$ cat src/hw/rtl/bcet_pkg.sv
// ----------------------------------------------------------------------------
// bcet_pkg
// Shared types and constants for the box contact event tracker.
// ----------------------------------------------------------------------------
`timescale 1ns / 1ps
`default_nettype none

package bcet_pkg;

  localparam int PAIR_SLOTS_DEF = 1024;
  localparam int SLOT_IN_W      = 10;
  localparam int VEC_W          = 48;
  localparam int LANE_W         = 16;
  localparam int OVER_W         = 17;

  typedef enum logic [1:0] {
    EV_NONE  = 2'd0,
    EV_ENTER = 2'd1,
    EV_STAY  = 2'd2,
    EV_EXIT  = 2'd3
  } ev_t;

  typedef struct packed {
    logic [SLOT_IN_W-1:0] pair_slot;
    logic                 both_active;
    logic [VEC_W-1:0]     centre_a;
    logic [VEC_W-1:0]     centre_b;
    logic [VEC_W-1:0]     extent_a;
    logic [VEC_W-1:0]     extent_b;
  } in_item_t;

  typedef struct packed {
    logic [1:0]        contact_event;
    logic              touching;
    logic [OVER_W-1:0] overlap_x;
    logic [OVER_W-1:0] overlap_z;
  } out_item_t;

endpackage

`default_nettype wire

$ cat src/hw/rtl/bcet_ram.sv
// ----------------------------------------------------------------------------
// bcet_ram
// Generic simple dual-port RAM, one write and one read port, registered read.
// ----------------------------------------------------------------------------
`timescale 1ns / 1ps
`default_nettype none

module bcet_ram #(
  parameter int WIDTH = 1,
  parameter int DEPTH = 1024,
  localparam int AW   = (DEPTH > 1) ? $clog2(DEPTH) : 1
) (
  input  wire logic             clk,
  input  wire logic             we,
  input  wire logic [AW-1:0]    waddr,
  input  wire logic [WIDTH-1:0] wdata,
  input  wire logic [AW-1:0]    raddr,
  output logic      [WIDTH-1:0] rdata
);

  logic [WIDTH-1:0] mem [DEPTH];

  always_ff @(posedge clk) begin
    if (we) begin
      mem[waddr] <= wdata;
    end
    rdata <= mem[raddr];
  end

endmodule

`default_nettype wire

$ cat src/hw/rtl/box_contact_event_tracker.sv
// ----------------------------------------------------------------------------
// box_contact_event_tracker
// AABB pair overlap test with a per-pair contact flag: enter/stay/exit events.
// ----------------------------------------------------------------------------
// Usage:
//   Drive in_item and raise start; the item transfers at a rising edge where
//   start is high and busy is low. One result per item appears on out_item
//   for exactly one cycle with out_valid high; the receiver cannot stall it.
//   The item is registered at the transfer edge, passes through the CALC and
//   UPD states, and the result is registered into out_item from UPD.
//   A new item is taken only once the last is through. Each item makes one
//   read-modify-write of its contact flag in the flag RAM (registered read),
//   so busy stays high through the read, the update and the write-back.
//   pair_slot is reduced modulo PAIR_SLOTS before addressing the flag RAM.
//   Reset (rst_n low, synchronous) starts a clearing pass that writes every
//   flag to zero, one entry per cycle, busy high meanwhile.
//   out_valid is low during and right after reset.
// ----------------------------------------------------------------------------
`timescale 1ns / 1ps
`default_nettype none

module box_contact_event_tracker
  import bcet_pkg::*;
#(
  parameter int PAIR_SLOTS = PAIR_SLOTS_DEF
) (
  input  wire logic      clk,
  input  wire logic      rst_n,
  input  wire logic      start,
  output logic           busy,
  input  wire in_item_t  in_item,
  output logic           out_valid,
  output out_item_t      out_item
);

  localparam int SLOT_W = (PAIR_SLOTS > 1) ? $clog2(PAIR_SLOTS) : 1;

  typedef enum logic [1:0] {S_CLEAR, S_IDLE, S_CALC, S_UPD} state_t;

  state_t              state_r, state_nxt;
  logic [SLOT_W-1:0]   clr_addr_r, clr_addr_nxt;
  logic                out_valid_r, out_valid_nxt;
  out_item_t           out_item_r, out_item_nxt;
  in_item_t            item_r;
  logic [SLOT_W-1:0]   slot_r;
  logic                active_r;
  logic                touch_r;
  logic [OVER_W-1:0]   ox_r, oz_r;

  logic [SLOT_W-1:0]   slot_calc;
  logic [OVER_W:0]     ax_x, ax_y, ax_z;
  logic                touch_calc;
  logic                flag_rd;
  logic                flag_new;
  ev_t                 ev;

  logic                ram_we;
  logic [SLOT_W-1:0]   ram_waddr;
  logic [0:0]          ram_wdata;
  logic [0:0]          ram_rdata;

  // returns {hit, overlap}
  function automatic logic [OVER_W:0] axis_over(
    input logic [LANE_W-1:0] ca,
    input logic [LANE_W-1:0] cb,
    input logic [LANE_W-1:0] ea,
    input logic [LANE_W-1:0] eb
  );
    logic signed [LANE_W:0] diff;
    logic [LANE_W:0]        d, ma, mb;
    logic [LANE_W+1:0]      s, d2;
    diff = $signed({ca[LANE_W-1], ca}) - $signed({cb[LANE_W-1], cb});
    d    = diff[LANE_W] ? (LANE_W+1)'(-diff) : (LANE_W+1)'(diff);
    ma   = ea[LANE_W-1] ? (LANE_W+1)'(-$signed({ea[LANE_W-1], ea})) : {1'b0, ea};
    mb   = eb[LANE_W-1] ? (LANE_W+1)'(-$signed({eb[LANE_W-1], eb})) : {1'b0, eb};
    s    = {1'b0, ma} + {1'b0, mb};
    d2   = {d, 1'b0};
    if (s >= d2) begin
      return {1'b1, OVER_W'(s - d2)};
    end
    return '0;
  endfunction

  // slot = pair_slot mod PAIR_SLOTS by shifted compare-subtract
  always_comb begin
    logic [SLOT_IN_W-1:0] v;
    v = item_r.pair_slot;
    for (int k = SLOT_IN_W - 1; k >= 0; k--) begin
      if ((longint'(PAIR_SLOTS) << k) <= longint'(v)) begin
        v = v - SLOT_IN_W'(longint'(PAIR_SLOTS) << k);
      end
    end
    slot_calc = SLOT_W'(v);
  end

  assign ax_x = axis_over(item_r.centre_a[15:0], item_r.centre_b[15:0],
                          item_r.extent_a[15:0], item_r.extent_b[15:0]);
  assign ax_y = axis_over(item_r.centre_a[31:16], item_r.centre_b[31:16],
                          item_r.extent_a[31:16], item_r.extent_b[31:16]);
  assign ax_z = axis_over(item_r.centre_a[47:32], item_r.centre_b[47:32],
                          item_r.extent_a[47:32], item_r.extent_b[47:32]);
  assign touch_calc = ax_x[OVER_W] & ax_y[OVER_W] & ax_z[OVER_W];

  assign flag_rd = ram_rdata[0];

  always_comb begin
    ev       = EV_NONE;
    flag_new = 1'b0;
    priority if (touch_r && flag_rd) begin
      ev       = active_r ? EV_STAY : EV_EXIT;
      flag_new = active_r;
    end else if (touch_r) begin
      ev       = active_r ? EV_ENTER : EV_NONE;
      flag_new = active_r;
    end else if (flag_rd) begin
      ev       = EV_EXIT;
      flag_new = 1'b0;
    end else begin
      ev       = EV_NONE;
      flag_new = 1'b0;
    end
  end

  assign ram_we    = (state_r == S_CLEAR) || (state_r == S_UPD);
  assign ram_waddr = (state_r == S_CLEAR) ? clr_addr_r : slot_r;
  assign ram_wdata = (state_r == S_CLEAR) ? 1'b0 : flag_new;

  bcet_ram #(
    .WIDTH (1),
    .DEPTH (PAIR_SLOTS)
  ) u_flag_ram (
    .clk   (clk),
    .we    (ram_we),
    .waddr (ram_waddr),
    .wdata (ram_wdata),
    .raddr (slot_calc),
    .rdata (ram_rdata)
  );

  always_comb begin
    state_nxt     = state_r;
    clr_addr_nxt  = clr_addr_r;
    out_valid_nxt = 1'b0;
    out_item_nxt  = out_item_r;
    unique case (state_r)
      S_CLEAR: begin
        clr_addr_nxt = clr_addr_r + 1'b1;
        if (clr_addr_r == SLOT_W'(PAIR_SLOTS - 1)) begin
          state_nxt = S_IDLE;
        end
      end
      S_IDLE: begin
        if (start) begin
          state_nxt = S_CALC;
        end
      end
      S_CALC: begin
        state_nxt = S_UPD;
      end
      S_UPD: begin
        state_nxt                  = S_IDLE;
        out_valid_nxt              = 1'b1;
        out_item_nxt.contact_event = ev;
        out_item_nxt.touching      = touch_r;
        out_item_nxt.overlap_x     = ox_r;
        out_item_nxt.overlap_z     = oz_r;
      end
      default: begin
        state_nxt = S_IDLE;
      end
    endcase
  end

  always_ff @(posedge clk) begin
    if (!rst_n) begin
      state_r     <= S_CLEAR;
      clr_addr_r  <= '0;
      out_valid_r <= 1'b0;
    end else begin
      state_r     <= state_nxt;
      clr_addr_r  <= clr_addr_nxt;
      out_valid_r <= out_valid_nxt;
    end
    out_item_r <= out_item_nxt;
  end

  always_ff @(posedge clk) begin
    if (state_r == S_IDLE) begin
      item_r <= in_item;
    end
    if (state_r == S_CALC) begin
      slot_r   <= slot_calc;
      active_r <= item_r.both_active;
      touch_r  <= touch_calc;
      ox_r     <= touch_calc ? ax_x[OVER_W-1:0] : '0;
      oz_r     <= touch_calc ? ax_z[OVER_W-1:0] : '0;
    end
  end

  assign busy      = (state_r != S_IDLE);
  assign out_valid = out_valid_r;
  assign out_item  = out_item_r;

  a_result_latency: assert property (@(posedge clk) disable iff (!rst_n)
    (start && !busy) |-> ##3 out_valid)
    else $error("result not delivered three cycles after transfer");

  a_result_from_update: assert property (@(posedge clk) disable iff (!rst_n)
    out_valid |-> $past(state_r == S_UPD))
    else $error("result strobe without flag update");

  a_result_when_idle: assert property (@(posedge clk) disable iff (!rst_n)
    out_valid |-> !busy)
    else $error("result strobe while busy");

  a_enter_stay_touching: assert property (@(posedge clk) disable iff (!rst_n)
    (out_valid && (out_item.contact_event == EV_ENTER ||
                   out_item.contact_event == EV_STAY)) |-> out_item.touching)
    else $error("enter or stay event without contact");

endmodule

`default_nettype wire
$ cat config.mk
export PLATFORM = sky130hd
export DESIGN_NAME = box_contact_event_tracker
export DESIGN_NICKNAME = d
export VERILOG_FILES = /design/src/hw/rtl/bcet_pkg.sv /design/src/hw/rtl/bcet_ram.sv /design/src/hw/rtl/box_contact_event_tracker.sv
export SDC_FILE = /design/constraint.sdc
export NUM_CORES = 2
export LEC_CHECK = 0
export ABC_AREA = 1
export BUFFER_PORTS_ARGS = -buffer_cell sky130_fd_sc_hd__buf_4
export CAP_MARGIN = 30
export CORE_MARGIN = 2
export CORE_UTILIZATION = 25
export DETAILED_ROUTE_END_ITERATION = 8
export GPL_ROUTABILITY_DRIVEN = 0
export PLACE_DENSITY_LB_ADDON = 0.12
export SETUP_SLACK_MARGIN = 0.02
export SLEW_MARGIN = 0
export SYNTH_ARGS = -nofsm -noshare
export SYNTH_HDL_FRONTEND = slang
export SYNTH_HIERARCHICAL = 1
export SYNTH_SLANG_ARGS = --single-unit
$ cat constraint.sdc
create_clock -name clk -period 76.3 [get_ports clk]
set_input_delay 7.63 -clock clk [delete_from_list [all_inputs] [get_ports clk]]
set_output_delay 7.63 -clock clk [all_outputs]
set_load 0.03 [all_outputs]
# Word level (Yosys, flattened, before mapping)
# Memories as Yosys holds them, arrays and structs flattened. A register that Yosys moved wholly into a read port is not among the register bits.
# Cells that the tools add are included.
[classes]
bitwise = 2
n_mux = 33
addsub = 19
reduce_logical = 6
n_eq_ne = 7
n_lt_le_gt_ge = 3
[ops]
columns = ["operator", "n"]
rows = [
  ["$mux 17", 9],
  ["$mux 18", 6],
  ["$neg 16->17", 6],
  ["$add 17x17->18", 3],
  ["$ge 18x18->1", 3],
  ["$neg 17->17", 3],
  ["$sub 16x16->17", 3],
  ["$sub 17x17->17", 3],
  ["$mux 1", 11],
  ["$add 10x1->10 const B", 1],
  ["$eq 10x10->1 const B", 1],
  ["$mux 10", 1],
  ["$mux 2", 5],
  ["$pmux 2 s4", 1],
  ["$reduce_and 2->1", 3],
  ["$eq 2x2->1 const B", 2],
  ["$ne 2x1->1 const B", 2],
  ["$and 1x1->1", 2],
  ["$eq 2x1->1 const B", 1],
  ["$logic_not 2->1", 1],
  ["$ne 2x2->1 const B", 1],
  ["$logic_and 1x1->1", 1],
  ["$logic_or 1x1->1", 1],
]
[totals]
mem_bits_rw = 1024
inputBits = 206
n_memories = 1
wordCells = 89
reg_bits = 299
[memory_table]
columns = ["name", "depth", "width", "read_ports", "rd_ports_with_merged_regs", "wr", "line", "text"]
rows = [
  ["u_flag_ram.mem", 1024, 1, 1, 1, 1, "bcet_ram.sv:21", "logic [WIDTH-1:0] mem [DEPTH];"],
]

# Depth between registers and ports, before layout
[logic_depth]
depth_word = 9
depth_mapped = 28
ltp_nobuf = 28

# Modules after synthesis
# The synthesis kept the hierarchy.
[modules_own_cells]
columns = ["module", "n_inst", "cells_each", "area_each_um2"]
rows = [
  ["bcet_ram", 1, 4679, 46392.0],
  ["box_contact_event_tracker", 1, 2248, 19683.9],
]

# Least setup slack after synthesis
# OpenSTA, ideal clock, no wires.
[synth_path]
kind = "flip-flop to flip-flop"
start = "register state_r[0]"
end = "memory u_flag_ram.mem[0], data pin"
slack_ns = 47.004
arrival_time_ns = 24.352
stages_incl_launch_ff = 5
setup_time_ns = 4.944
period_less_slack_ns = 29.296
required_time_ns = 71.356
path_cell_list = "dfxtp_1 -> inv_1 -> ha_1 -> clkbuf_1 -> nor2_1"
[synth_via]
elab_chain_len = 2
[synth_lines]
columns = ["element", "line", "text"]
rows = [
  ["from (decl)", "box_contact_event_tracker.sv:40", "state_t state_r, state_nxt;"],
  ["from (signal assigned)", "box_contact_event_tracker.sv:180", "state_r <= state_nxt;"],
  ["$logic_not 2->1", "box_contact_event_tracker.sv:126", "assign ram_wdata = (state_r == S_CLEAR) ? 1'b0 : flag_new;"],
  ["$mux 1", "box_contact_event_tracker.sv:126", ""],
  ["named net ram_wdata", "box_contact_event_tracker.sv:59", "logic [0:0] ram_wdata;"],
  ["to (decl)", "bcet_ram.sv:21", ""],
]
# The timed path passes the listed nets, and every way through them passes these cells.

# Worst setup path after layout
[layout_path]
start = "register state_r[1]"
end = "output busy"
[layout_via]
elab_chain_len = 1
[layout_lines]
columns = ["element", "line", "text"]
rows = [
  ["$ne 2x1->1", "box_contact_event_tracker.sv:200", "assign busy = (state_r != S_IDLE);"],
  ["to (decl)", "box_contact_event_tracker.sv:30", "output logic busy,"],
]
# Every way passes these cells.

==> impl_metrics.tcl <==
set metrics [dict create \
    p_leak_nw 27.9 \
    ctsResizeCount 0 \
    grt_setup_unrepaired "no" \
    nets 7404 \
    dieArea_um2 268000 \
    cts_sinks 1324 \
    cts_hold_buf 0 \
    postSynthAreaPerCell_um2 9.54 \
    antenna_found_initial 10 \
    fillers 27889 \
    cap_violations 0 \
    cp.arrival_ps 1830 \
    highest-signal-layer "met4" \
    cp.required_ps 68670 \
    hpwlAfterDp_mm 121 \
    cts_setup_buffers 0 \
    wl_per_cell_um 20.8 \
    crit_slowest_cell "dfxtp_1" \
    fin_tns_setup_ps 0 \
    clkSlewWorstSetupHoldPaths_ps 60 \
    layout_commonest_cell "nand2_1" \
    cp_cell_sequence "inv_1 > ha_4 > inv_1 > buf_4" \
    drc 0 \
    htree_num_levels 4 \
    clock-root-buffer "clkbuf_16" \
    min-delay-path-class "reg -> reg" \
    drt-pass1-iter-count 7 \
    synth_ff_type "edfxtp_1" \
    die_h_um 518 \
    startpoint_type "flip-flop" \
    yosysUniqueCellTypes 55 \
    seq_area_frac_synth 0.600 \
    via_per_inst 4.61 \
    grt_start_max_net_pins 224 \
    drt_iter0_drc 3670 \
    start_util 0.252 \
    status "finished, final reports clean" \
    die_x_um 518 \
    slew_viol_final 0 \
    io_buffers 244 \
    crit_top_cell "inv_1" \
    grt_usage 0.162 \
    grt_pass1_wl_mm 325 \
    cts_tree "yes" \
    power_density_nw_per_um2 40.1 \
    cp_max_fo 10 \
    ys_seq_elements 1324 \
    fmax_ghz 0.106 \
    synth_edf_count 1310 \
    vias 49219 \
    peakVddDrop_uv 32.8 \
    critPathCaptureType "primary output" \
    setup-violations-final 0 \
    grt_pass1_vias 48640 \
    tightest_slew_ps 1010 \
    synth_warnings 6 \
    path_class "reg -> out" \
    routed-wl-met3_mm 12.1 \
    grt_overflow 0 \
    final_cell_mix "nand2_1 (1,608), edfxtp_1 (1,310), nor2_1 (1,247)" \
    finalHoldViolations 0 \
    core_um2 263000 \
    fin_crit_sh 0.124 \
    synthArstFlopShare 0 \
    routed_wl_mm 222 \
    hold_ws_ps 430 \
    clk_latency_ps 840 \
    cts_buffer_depth 3 \
    syn2layout_area_growth_pct 16.2 \
    synthesis.area_um2 66100 \
    max_stage_delay_ps 360 \
    m1WireLength_mm 104 \
    io_pins 245 \
    wl_met2_mm 101 \
    rows 188 \
    fin_util 0.292 \
    fin_crit_ps 9460 \
    synthCells 6927 \
    fin_skew_ps 35.1 \
    final_layout_size_suffix_gt1_frac 0.0925 \
    ant_nets 0 \
    cts_buffers 164 \
    relSlewSlack 0.325 \
]
## routing by layer
layer | GRT usage | vias to the layer above
met5 | 0 | -
met4 | 0.0431 | 0
met2 | 0.258 | 1116
li1 | - | 23514
met3 | 0.0273 | 264
met1 | 0.226 | 24325
## power breakdown
group	total [mW]	internal, mW	switching, mW
Sequential	0.938	0.904	0.0347
Clock	0.734	0.404	0.330
Combinational	1.41	0.433	0.974
Total	3.08	1.74	1.34
## critical path: cells and delay by family, from the launching register on
kind | cells | cell delay [ps]
buffers and inverters | 3 | 430
DFF | 1 | 360
adders and majority gates | 1 | 220
## Yosys cell counts (5+ instances only)
| master | instances | area share |
|---|---|---|
| nand2_1 | 1630 | 0.093 |
| edfxtp_1 | 1310 | 0.60 |
| nor2_1 | 1249 | 0.071 |
| nand3_1 | 1109 | 0.084 |
| inv_1 | 378 | 0.021 |
| clkbuf_1 | 206 | 0.012 |
| ha_1 | 164 | 0.031 |
| a21oi_1 | 132 | 0.010 |
| buf_2 | 126 | 0.0095 |
| xor2_1 | 119 | 0.016 |
| o21ai_0 | 80 | 0.0061 |
| xnor2_1 | 73 | 0.0097 |
| nor3_1 | 53 | 0.0040 |
| buf_6 | 51 | 0.0087 |
| buf_1 | 35 | 0.0020 |
| nand4_1 | 32 | 0.0030 |
| nand2_2 | 20 | 0.0019 |
| nor4_1 | 16 | 0.0015 |
| dfxtp_1 | 14 | 0.0042 |
| nand3b_1 | 14 | 0.0016 |
| o31ai_1 | 9 | 0.0010 |
| a21o_1 | 8 | 0.00091 |
| buf_4 | 8 | 0.00091 |
| fa_1 | 8 | 0.0024 |
| o211ai_1 | 6 | 0.00068 |
| o21ai_1 | 6 | 0.00045 |
| o21bai_1 | 6 | 0.00068 |
| inv_2 | 5 | 0.00028 |
| nand3_2 | 5 | 0.00076 |
| nor2_2 | 5 | 0.00047 |
## layout make-up
cell class / count / area (um^2) / area share
sequential: 1324 / 39600 / 0.516
multi-input combinational: 4794 / 23000 / 0.300
tap: 3515 / 4400 / 0.0573
clock buffer: 202 / 4260 / 0.0554
timing repair buffer: 355 / 3210 / 0.0418
inverter: 387 / 1500 / 0.0196
clock inverter: 92 / 767 / 0.00999
antenna: 2 / 5.00 / 0.0000652
## final timing paths
path         depth (start not counted)         from        to  slack [ps]
max                                  4   state_r[1]      busy       66840
min                                  0  item_r[192]  active_r         430
max reg2reg                         23   item_r[80]  oz_r[14]       70630
min reg2reg                          0  item_r[192]  active_r         430
## cells by family (layout without fill, tap and decap cells)
family,Yosys count,after routing,share of synthesized area
and+or+nand+nor,4144,4144,0.262
DFF,1324,1324,0.600
buffers and inverters,814,1036,0.0552
AOI/OAI and AO/OA,279,279,0.0238
xor gates and xnor gates,193,193,0.0257
adders and majority gates,172,172,0.0335
other,1,8,0.0000568
## metrics by stage
step / cells / instance area, um^2 / total power, mW / setup slack [ps]
6_report: 10671 / 76800 / 3.08 / 66840
5_1_grt: 10670 / 76800 / 3.31 / 66710
4_1_cts: 10665 / 76700 / 3.13 / 66740
3_5_place_dp: 10371 / 71600 / 2.37 / 67680
3_3_place_gp: 10347 / 71100 / 2.36 / 67670
2_1_floorplan: 6932 / 66100 / 1.97 / 47000
## sequential cells by signal, summed over array words and instances (netlist names), 10 cells and up
register and flops:
slot_calc 10, u_flag_ram/mem 1024, item_r 193, out_item 37, clr_addr_r 10, oz_r 17, slot_r 10, ox_r 17
Note: power is estimated with default switching activity, not from simulation.
